File: src/rtl/bsa_pkg.sv
// Shared constants, codes and types for the bitmap slot allocator.
// No dependencies; imported by bitmap_slot_allocator, slot_grant_checker and the testbench.
package bsa_pkg;

	localparam int MAX_SLOTS  = 128;
	localparam int WORD_W     = 32;
	localparam int NUM_WORDS  = MAX_SLOTS / WORD_W;
	localparam int WORD_AW    = $clog2(NUM_WORDS);
	localparam int BIT_W      = $clog2(WORD_W);
	localparam int SLOT_W     = 7;
	localparam int COUNT_W    = 8;
	localparam int STATUS_W   = 2;
	localparam int IN_DATA_W  = 8;
	localparam int OUT_DATA_W = 16;

	typedef logic [STATUS_W-1:0] status_t;
	typedef logic [SLOT_W-1:0]   slot_t;
	typedef logic [COUNT_W-1:0]  count_t;
	typedef logic [WORD_W-1:0]   map_word_t;

	localparam logic    ACT_ALLOC = 1'b0;
	localparam logic    ACT_FREE  = 1'b1;

	localparam status_t ST_OK   = 2'd0;
	localparam status_t ST_FULL = 2'd1;
	localparam status_t ST_BAD  = 2'd2;

	localparam count_t  SLOT_COUNT_RST = 8'd100;

endpackage

File: src/rtl/bitmap_slot_allocator.sv
// Bitmap slot allocator: use map in a 4 x 32 word RAM, first-fit allocate, checked free.
// A request scans 1 to 4 map words, one map word read per cycle, then passes through the
// response stage; the next request waits until the result has been handed off.
// Reset: async, clears control state and per-word valid bits; no clearing pass is needed.
// Depends on bsa_pkg.
module bitmap_slot_allocator (
	input  logic                            clk,
	input  logic                            arst_n,
	// configuration: slot_count
	input  logic                            cfg_valid,
	output logic                            cfg_ready,
	input  logic [bsa_pkg::COUNT_W-1:0]     cfg_data,
	// request
	input  logic                            s_axis_tvalid,
	output logic                            s_axis_tready,
	input  logic [bsa_pkg::IN_DATA_W-1:0]   s_axis_tdata,  // slot_index[6:0], zero pad
	input  logic                            s_axis_tuser,  // action
	// result
	output logic                            m_axis_tvalid,
	input  logic                            m_axis_tready,
	output logic [bsa_pkg::OUT_DATA_W-1:0]  m_axis_tdata   // status, granted_index, free_count
);
	import bsa_pkg::*;

	localparam logic [1:0] S_IDLE = 2'd0;
	localparam logic [1:0] S_LOOK = 2'd1;
	localparam logic [1:0] S_RESP = 2'd2;

	logic [1:0]               state_q;
	logic                     action_q;
	slot_t                    idx_q;
	logic [WORD_AW-1:0]       word_addr_q;
	count_t                   used_count_q;
	count_t                   slot_count_q;
	status_t                  status_q;
	slot_t                    granted_q;
	logic                     m_valid_q;
	logic [OUT_DATA_W-1:0]    m_data_q;

	map_word_t                map_mem [NUM_WORDS];
	map_word_t                rd_data_s1;
	logic                     rd_valid_s1;
	logic [NUM_WORDS-1:0]     row_valid_q;

	logic                     accept;
	logic [WORD_AW-1:0]       rd_addr;
	logic                     wr_en;
	map_word_t                wr_data;
	count_t                   eff;
	map_word_t                cur_word;
	map_word_t                range_mask;
	map_word_t                free_mask;
	logic                     found;
	logic [BIT_W-1:0]         hit_bit;
	count_t                   next_base;
	logic                     more_words;
	logic                     free_ok;
	count_t                   span;
	count_t                   free_diff;
	slot_t                    free_count;
	logic                     out_load;

	assign cfg_ready     = 1'b1;
	assign s_axis_tready = (state_q == S_IDLE);
	assign accept        = s_axis_tvalid && s_axis_tready;
	assign m_axis_tvalid = m_valid_q;
	assign m_axis_tdata  = m_data_q;

	assign eff = (slot_count_q > count_t'(MAX_SLOTS)) ? count_t'(MAX_SLOTS) : slot_count_q;
	// rows never written read as all free
	assign cur_word = rd_valid_s1 ? rd_data_s1 : '0;

	always_comb begin
		logic [SLOT_W-1:0] slot_num;
		slot_num = '0;
		for (int b = 0; b < WORD_W; b++) begin
			slot_num      = {word_addr_q, BIT_W'(b)};
			range_mask[b] = (slot_num != '0) && ({1'b0, slot_num} < eff);
		end
	end

	assign free_mask = ~cur_word & range_mask;

	always_comb begin
		found   = 1'b0;
		hit_bit = '0;
		for (int b = 0; b < WORD_W; b++) begin
			if (!found && free_mask[b]) begin
				found   = 1'b1;
				hit_bit = BIT_W'(b);
			end
		end
	end

	assign next_base  = {1'b0, word_addr_q + 1'b1, {BIT_W{1'b0}}};
	assign more_words = (word_addr_q != WORD_AW'(NUM_WORDS - 1)) && (next_base < eff);
	assign free_ok    = (idx_q != '0) && ({1'b0, idx_q} < eff) && cur_word[idx_q[BIT_W-1:0]];

	always_comb begin
		rd_addr = word_addr_q;
		wr_en   = 1'b0;
		wr_data = cur_word;
		unique case (state_q)
			S_IDLE: begin
				rd_addr = (s_axis_tuser == ACT_ALLOC) ? '0 : s_axis_tdata[SLOT_W-1:BIT_W];
			end
			S_LOOK: begin
				if (action_q == ACT_ALLOC) begin
					if (found) begin
						wr_en   = 1'b1;
						wr_data = cur_word | (map_word_t'(1) << hit_bit);
					end else if (more_words) begin
						rd_addr = word_addr_q + 1'b1;
					end
				end else if (free_ok) begin
					wr_en   = 1'b1;
					wr_data = cur_word & ~(map_word_t'(1) << idx_q[BIT_W-1:0]);
				end
			end
			S_RESP: begin
			end
			default: begin
			end
		endcase
	end

	// map RAM, registered read
	always_ff @(posedge clk) begin
		if (wr_en) begin
			map_mem[word_addr_q] <= wr_data;
		end
		rd_data_s1 <= map_mem[rd_addr];
	end

	assign span       = (eff == '0) ? '0 : eff - 1'b1;
	assign free_diff  = span - used_count_q;
	assign free_count = (span > used_count_q) ? free_diff[SLOT_W-1:0] : '0;
	assign out_load   = (state_q == S_RESP) && (!m_valid_q || m_axis_tready);

	always_ff @(posedge clk or negedge arst_n) begin
		if (!arst_n) begin
			state_q      <= S_IDLE;
			used_count_q <= '0;
			slot_count_q <= SLOT_COUNT_RST;
			row_valid_q  <= '0;
			rd_valid_s1  <= 1'b0;
			m_valid_q    <= 1'b0;
		end else begin
			rd_valid_s1 <= row_valid_q[rd_addr];
			if (wr_en) begin
				row_valid_q[word_addr_q] <= 1'b1;
			end
			if (cfg_valid && cfg_ready) begin
				slot_count_q <= cfg_data;
			end
			if (out_load) begin
				m_valid_q <= 1'b1;
			end else if (m_valid_q && m_axis_tready) begin
				m_valid_q <= 1'b0;
			end
			unique case (state_q)
				S_IDLE: begin
					if (accept) begin
						state_q <= S_LOOK;
					end
				end
				S_LOOK: begin
					if (action_q == ACT_ALLOC) begin
						if (found) begin
							used_count_q <= used_count_q + 1'b1;
							state_q      <= S_RESP;
						end else if (!more_words) begin
							state_q <= S_RESP;
						end
					end else begin
						if (free_ok && used_count_q != '0) begin
							used_count_q <= used_count_q - 1'b1;
						end
						state_q <= S_RESP;
					end
				end
				S_RESP: begin
					if (out_load) begin
						state_q <= S_IDLE;
					end
				end
				default: begin
					state_q <= S_IDLE;
				end
			endcase
		end
	end

	// request and result payload
	always_ff @(posedge clk) begin
		if (accept) begin
			action_q    <= s_axis_tuser;
			idx_q       <= s_axis_tdata[SLOT_W-1:0];
			word_addr_q <= (s_axis_tuser == ACT_ALLOC) ? '0 : s_axis_tdata[SLOT_W-1:BIT_W];
		end else if (state_q == S_LOOK && action_q == ACT_ALLOC && !found && more_words) begin
			word_addr_q <= word_addr_q + 1'b1;
		end
		if (state_q == S_LOOK) begin
			if (action_q == ACT_ALLOC) begin
				status_q  <= found ? ST_OK : ST_FULL;
				granted_q <= found ? {word_addr_q, hit_bit} : '0;
			end else begin
				status_q  <= free_ok ? ST_OK : ST_BAD;
				granted_q <= '0;
			end
		end
		if (out_load) begin
			m_data_q <= {free_count, granted_q, status_q};
		end
	end

	a_used_bounded: assert property (@(posedge clk) disable iff (!arst_n)
		used_count_q <= count_t'(MAX_SLOTS - 1))
		else $error("used count exceeds slot range");

	a_count_only_in_look: assert property (@(posedge clk) disable iff (!arst_n)
		!$stable(used_count_q) |-> $past(state_q) == S_LOOK)
		else $error("used count changed outside lookup");

	a_write_marks_row: assert property (@(posedge clk) disable iff (!arst_n)
		wr_en |=> row_valid_q[$past(word_addr_q)])
		else $error("written map row not marked valid");

	a_full_no_grant: assert property (@(posedge clk) disable iff (!arst_n)
		m_valid_q && m_data_q[STATUS_W-1:0] != ST_OK
		|-> m_data_q[STATUS_W+SLOT_W-1:STATUS_W] == '0)
		else $error("granted index set on failed request");

	a_resp_blocks_input: assert property (@(posedge clk) disable iff (!arst_n)
		state_q == S_RESP && !out_load |=> state_q == S_RESP)
		else $error("response dropped under backpressure");

endmodule

File: config.mk
export PLATFORM = sky130hd
export DESIGN_NAME = bitmap_slot_allocator
export DESIGN_NICKNAME = d
export VERILOG_FILES = /design/src/rtl/bsa_pkg.sv /design/src/rtl/bitmap_slot_allocator.sv
export SDC_FILE = /design/constraint.sdc
export NUM_CORES = 1
export LEC_CHECK = 0
export BUFFER_PORTS_ARGS = -buffer_cell sky130_fd_sc_hd__buf_4
export CORE_MARGIN = 1
export CORE_UTILIZATION = 30
export DETAILED_ROUTE_END_ITERATION = 7
export PLACE_DENSITY = 0.58
export SYNTH_ARGS = -nofsm -noshare
export SYNTH_HDL_FRONTEND = slang
export SYNTH_SLANG_ARGS = --single-unit
File: constraint.sdc
create_clock -name clk -period 4.5 [get_ports clk]
set_input_delay 0.225 -clock clk [delete_from_list [all_inputs] [get_ports clk]]
set_output_delay 0.225 -clock clk [all_outputs]
set_load 0.005 [all_outputs]
# Yosys cells after proc, flatten, opt, wreduce, memory -nomap -nowiden
# Memories as Yosys holds them, arrays and structs flattened. A register that Yosys moved wholly into a read port is not among the register bits.
# Cells that the tools add are included.
# word_totals
regBits,59
latchBits,0
ramBits,128
romBits,0
inputBits,22
output_inout_bits,19
wordCells,267
n_memories,1
# op_classes
n_addsub,5
multipliers,0
div,0
n_lt_le_gt_ge,40
eq_ne,7
shift,2
mux,103
bitwise_logic,8
n_reduce_logical,88
# mem_list
name,depth,word_bits,rd,rd_clocked_by_memory_dff,wr,line_no,rtl
map_mem,4,32,1,1,1,bitmap_slot_allocator.sv:40,map_word_t map_mem [NUM_WORDS];
# op_table
cell,n
$lt 7x8->1,34
$mux 32,5
$mux 5,16
$and 32x32->32,2
$not 32->32,2
$shl 1x5->32 const A,2
$mux 1,45
$logic_and 1x1->1,43
$mux 8,5
$logic_not 1->1,33
$mux 4,8
$or 32x32->32,1
$mux 2,15
$sub 8x1->8 const B,2
$mux 3,4
$add 8x1->8 const B,1
$gt 8x8->1,1
$gt 8x8->1 const B,1
$logic_not 8->1,1
$reduce_bool 2->1,4
$reduce_bool 8->1,1
$reduce_bool 7->1,1
$sub 7x7->7,1
$lt 2x3->1 const B,2
19 further kinds,23

# Logic depth before layout (Yosys ltp)
# logic_depth
ltp_word,104
mapped_depth,19
ltp_nobuf,16

# Worst setup path before layout
# OpenSTA, ideal clock, no wires.
# synth_path
kind,reg2reg
start,register slot_count_q[7]
end,register row_valid_q[0]
setup_time_ps,129
arrival_ps,4347
setup_slack_ps,24
stages_incl_launch_ff,17
path_buffers,4
synth_period_minus_slack_ps,4476
path_cell_list,dfrtp_1 > buf_2 > inv_1 > clkbuf_1 > nand2_1 > ha_1 > or4b_1 > buf_2 > a21o_1 > a32o_1 > nor4_4 > and2_1 > buf_2 > a21o_1 > a21oi_1 > and2_1 > or2_2
# synth_between
elab_chain_cells,102
word_cells_on_any_way,137
classes_between,34 x order compare; 37 x mux; 1 x bitwise; 65 x reduce/logical
# synth_lines
item,line_no,rtl
"start, declared",bitmap_slot_allocator.sv:34,count_t slot_count_q;
"start signal, assigned",bitmap_slot_allocator.sv:154,slot_count_q <= cfg_data;
$gt 8x8->1,bitmap_slot_allocator.sv:69,assign eff = (slot_count_q > count_t'(MAX_SLOTS)) ? count_t'(MAX_SLOTS) : slot_count_q;
$mux 8 (*),bitmap_slot_allocator.sv:69,
$lt 7x8->1,bitmap_slot_allocator.sv:78,"range_mask[b] = (slot_num != '0) && ({1'b0, slot_num} < eff);"
$logic_and 1x1->1,bitmap_slot_allocator.sv:78,
$and 32x32->32,bitmap_slot_allocator.sv:82,assign free_mask = ~cur_word & range_mask;
$mux 1,bitmap_slot_allocator.sv:88,if (!found && free_mask[b]) begin
$logic_not 1->1,bitmap_slot_allocator.sv:88,
$logic_and 1x1->1,bitmap_slot_allocator.sv:88,
[... 86 more ...],-,
$logic_and 1x1->1,bitmap_slot_allocator.sv:88,
$mux 1,bitmap_slot_allocator.sv:88,
$logic_not 1->1,bitmap_slot_allocator.sv:88,
$logic_and 1x1->1,bitmap_slot_allocator.sv:88,
$mux 1,bitmap_slot_allocator.sv:88,
$mux 1,bitmap_slot_allocator.sv:109,if (found) begin
$mux 1 (*),bitmap_slot_allocator.sv:108,if (action_q == ACT_ALLOC) begin
$mux 1 (*),bitmap_slot_allocator.sv:103,unique case (state_q)
"end signal, assigned",bitmap_slot_allocator.sv:145,row_valid_q <= '0;
"end signal, assigned by index",bitmap_slot_allocator.sv:151,row_valid_q[word_addr_q] <= 1'b1;
"end, declared",bitmap_slot_allocator.sv:43,logic [NUM_WORDS-1:0] row_valid_q;
# Mark *: on every way between the ends. The rest lies on a longest branch, timed or not.
# A chain may end at the register's enable or synchronous reset.

# Final worst setup path
# layout_path
start,register slot_count_q[5]
end,"memory map_mem[3][27] (netlist bit), data pin"
# layout_between
elab_chain_cells,104
word_cells_on_any_way,170
classes_between,34 x order compare; 1 x shift; 68 x mux; 2 x bitwise; 65 x reduce/logical
# layout_lines
item,line_no,rtl
$gt 8x8->1,bitmap_slot_allocator.sv:69,
$mux 8 (*),bitmap_slot_allocator.sv:69,
$lt 7x8->1,bitmap_slot_allocator.sv:78,
$logic_and 1x1->1,bitmap_slot_allocator.sv:78,
$and 32x32->32,bitmap_slot_allocator.sv:82,
$mux 1,bitmap_slot_allocator.sv:88,
$logic_not 1->1,bitmap_slot_allocator.sv:88,
$logic_and 1x1->1,bitmap_slot_allocator.sv:88,
[... 89 more ...],-,
$logic_and 1x1->1,bitmap_slot_allocator.sv:88,
$mux 5,bitmap_slot_allocator.sv:88,
$shl 1x5->32,bitmap_slot_allocator.sv:111,wr_data = cur_word | (map_word_t'(1) << hit_bit);
$or 32x32->32,bitmap_slot_allocator.sv:111,
$mux 32,bitmap_slot_allocator.sv:109,
$mux 32 (*),bitmap_slot_allocator.sv:108,
$mux 32 (*),bitmap_slot_allocator.sv:103,
named net wr_data[27],bitmap_slot_allocator.sv:48,map_word_t wr_data;
"end, declared",bitmap_slot_allocator.sv:40,
# Mark *: on every way through the listed nets, which the timed path passes. The rest lies on a longest branch.

==> run_results.csv <==
group,metric,value,unit
run_status,status,"complete, no violations",
worst_setup_path,startpoint_type,"flip-flop",
synth,synth-edff-count,163,
placement,gp_congestion,0.956,
power,cellPowerDensity,590,nW/µm²
worst_setup_path,endpoint,"map_mem[3][27]",
clock_network,cts.sink_count,219,
detailed_routing,wl,36100,µm
sta,setup_viol,0,
detailed_routing,wl_per_cell,21.6,µm
sta,fin_skew,0.0190,ns
flow_run,drv_cap,0,
power,total_power,8280,µW
synth,synth_top_cell_area_share,0.423,
floorplanning,core,37800,µm²
synth,yosysSeqAreaShare,0.531,
synth,yosysWarningCount,0,
sta,rsz0062_at_grt,"false",
clock_network,cts_max_path_buffers,3,
worst_hold_path,hold_path_class,"primary input to flip-flop",
sta,slew_headroom,0.360,
sta,fmaxAchievable,0.232,GHz
placement,dpl_cell_area,13000,µm²
layout,area_delta_synth_final,21.3,%
sta,finalSetupTns,0,ns
worst_setup_path,worstPathRequired,4.78,ns
sta,fin_ws,0.191,ns
worst_setup_path,crit_type,"flip-flop to flip-flop",
worst_setup_path,worstPathMaxFanout,9,
synth,syn_area,11600,µm²
global_route,grt_max_degree,97,
worst_setup_path,startpoint,"slot_count_q[5]",
sta,tightest_slew,0.960,ns
synth,synth_area_leaders,"edfxtp_1 42%, dfxtp_1 5.5%, dfrtp_1 4.5%, nand4_1 3.8%, ha_1 3.5%",
worst_setup_path,cp.arrival,4.59,ns
detailed_routing,dr.pass1.iters,5,
sta,final_hold_viol_count,0,
synth,synthFlopType,"edfxtp_1",
placement,io_buffers,38,
floorplanning,fp.dieH,198,µm
power,power_leakage,0.00518,µW
clock_network,htreeDepth,1,
layout,stdcell_area,14000,µm²
global_route,overflow,0,
clock_network,clkTransAtPathRegs,0.06,ns
synth,yosysTopAreaCell,"edfxtp_1",
placement,numPlacedInstances,1600,
global_route,grt_usage,0.183,
synth,synth_fp_nets,1099,
detailed_routing,via_per_inst,5.60,
global_route,grt_first_pass_wirelength,54400,µm
synth,ys_types,87,
synth,synthArstFlopShare,0.110,
placement,dpl.hpwl,24500,µm
worst_setup_path,regToRegStartpoint,"slot_count_q[5]",
clock_network,numCtsBuffers,24,
synth,yosysMostFrequentCell,"edfxtp_1",
synth,syn_inst,1043,
floorplanning,ios,41,
floorplanning,fp.dieArea,39300,µm²
detailed_routing,drtIter0Drc,695,
synth,syn_area_per_cell,11.1,µm²
synth,synth_commonest_cells,"163 x edfxtp_1, 70 x nand4_1, 65 x nand2_1",
detailed_routing,drc,0,
placement,dp_worst_setup_slack,0.185,ns
clock_network,clock_latency,0.55,ns
detailed_routing,ant_nets,0,
worst_setup_path,r2r-end,"map_mem[3][27]",
sta,slew_viol_final,0,
detailed_routing,route.vias.total,9327,
sta,timing.final.crit_share,0.957,
layout,drive_gt1_frac,0.185,
layout,layout.cells.non_filler,1667,
floorplanning,start_util,0.306,
floorplanning,die_x,198,µm
power,ir_worst_vdd,0.310,mV
worst_setup_path,r2r_slack,0.19,ns
worst_setup_path,reg2regPathDepth,12,
clock_network,cts_root_buf,"clkbuf_16",
sta,fin_crit,4.31,ns
layout,antenna-diode-count,0,
worst_setup_path,end_kind,"flip-flop",
clock_network,post_cts_buffers,0,
layout,nets,1194,
synth,ys_ff_latch,219,
clock_network,cts_tree,"done",
global_route,antenna_found_initial,1,
floorplanning,rows,71,
global_route,grt_pass1_vias,9010,
## layout make-up
| cell class | count | area, µm² |
|---|---|---|
| Clock buffer | 30 | 643 |
| Timing Repair Buffer | 145 | 1280 |
| Tap cell | 511 | 639 |
| Inverter | 31 | 116 |
| Sequential cell | 219 | 6140 |
| Multi-Input combinational cell | 717 | 5020 |
| Fill cell | 3704 | 23700 |
| Clock inverter | 14 | 189 |
## metrics by stage
| step | util | hold WS, ns |
|---|---|---|
| 2_1_floorplan | - | -0.0706 |
| 4_1_cts | 0.371 | 0.0215 |
| 3_3_place_gp | 0.343 | 0.188 |
| 6_report | 0.372 | 0.0352 |
| 5_1_grt | 0.372 | 0.0401 |
| 3_5_place_dp | 0.343 | 0.183 |
## where the power goes
part	switching [µW]	internal [µW]
registers	350	2740
logic	1870	1240
clock network	835	1240
## state kept, by name, summed over array words and instances, names as in the netlist
| register | flops |
|---|---|
| idx_q | 7 |
| rd_data_s1 | 32 |
| action_q | 1 |
| word_addr_q | 2 |
| rd_valid_s1 | 1 |
| used_count_q | 8 |
| slot_count_q | 8 |
| m_axis_tdata | 16 |
| granted_q | 7 |
| row_valid_q | 4 |
| state_q | 2 |
| map_mem | 128 |
| m_axis_tvalid | 1 |
| status_q | 2 |
## routing by layer
layer	wire, µm	track usage	part of all wire
met1	16200	0.252	0.45
met2	16500	0.291	0.46
met3	2370	0.0291	0.066
met4	1050	0.0594	0.029
met5	0	0	0
## worst min path at each step
stage          slack [ns]  depth (start not counted)      start         endpoint
2_1_floorplan       -0.07                          0     arst_n    m_axis_tvalid
3_3_place_gp         0.19                          1     arst_n  used_count_q[0]
3_5_place_dp         0.18                          1     arst_n  used_count_q[1]
4_1_cts              0.02                          2  cfg_valid  slot_count_q[1]
5_1_grt              0.04                          2  cfg_valid  slot_count_q[4]
6_report             0.04                          2  cfg_valid  slot_count_q[0]
## timing repair
action	in CTS	in global routing
resized for setup	0	2
hold buffers	23	0
setup endpoints to repair	0	93
endpoints found under the hold margin	41	0
## layout by cell type (no fill, tap or decap), types with 34 or more instances in the layout
| master | netlist | layout |
|---|---|---|
| a21oi_1 | 50 | 50 |
| a22o_1 | 34 | 34 |
| buf_4 | 2 | 111 |
| edfxtp_1 | 163 | 163 |
| nand2_1 | 65 | 64 |
| nand3_1 | 40 | 40 |
| nand4_1 | 70 | 70 |
| nand4b_1 | 34 | 34 |
| nor2_1 | 61 | 61 |
| o21ai_0 | 40 | 40 |
| o31ai_1 | 39 | 39 |
## critical path: stages (launching register included)
cell and delay, ns:
dfstp_2 0.53, nand2_1 0.07, ha_1 0.34, or4b_1 0.68, a21o_1 0.23, a32o_1 0.29, nor4_4 0.29, buf_4 0.19
and2_1 0.14, a31oi_1 0.10, o211a_1 0.21, or2_0 0.44, o22ai_1 0.53
## kinds of logic after synthesis
family | Yosys count | synth area share
flip-flops | 219 | 0.531
multiplexers | 24 | 0.0316
XOR/XNOR | 13 | 0.00985
AND/OR/NAND/NOR | 367 | 0.182
other | 1 | 0.000324
adder cells (fa/ha/maj) | 34 | 0.0381
AO/OA/AOI/OAI | 278 | 0.168
buffers and inverters | 107 | 0.0391
No activity file was read; power rests on OpenSTA's default activity.
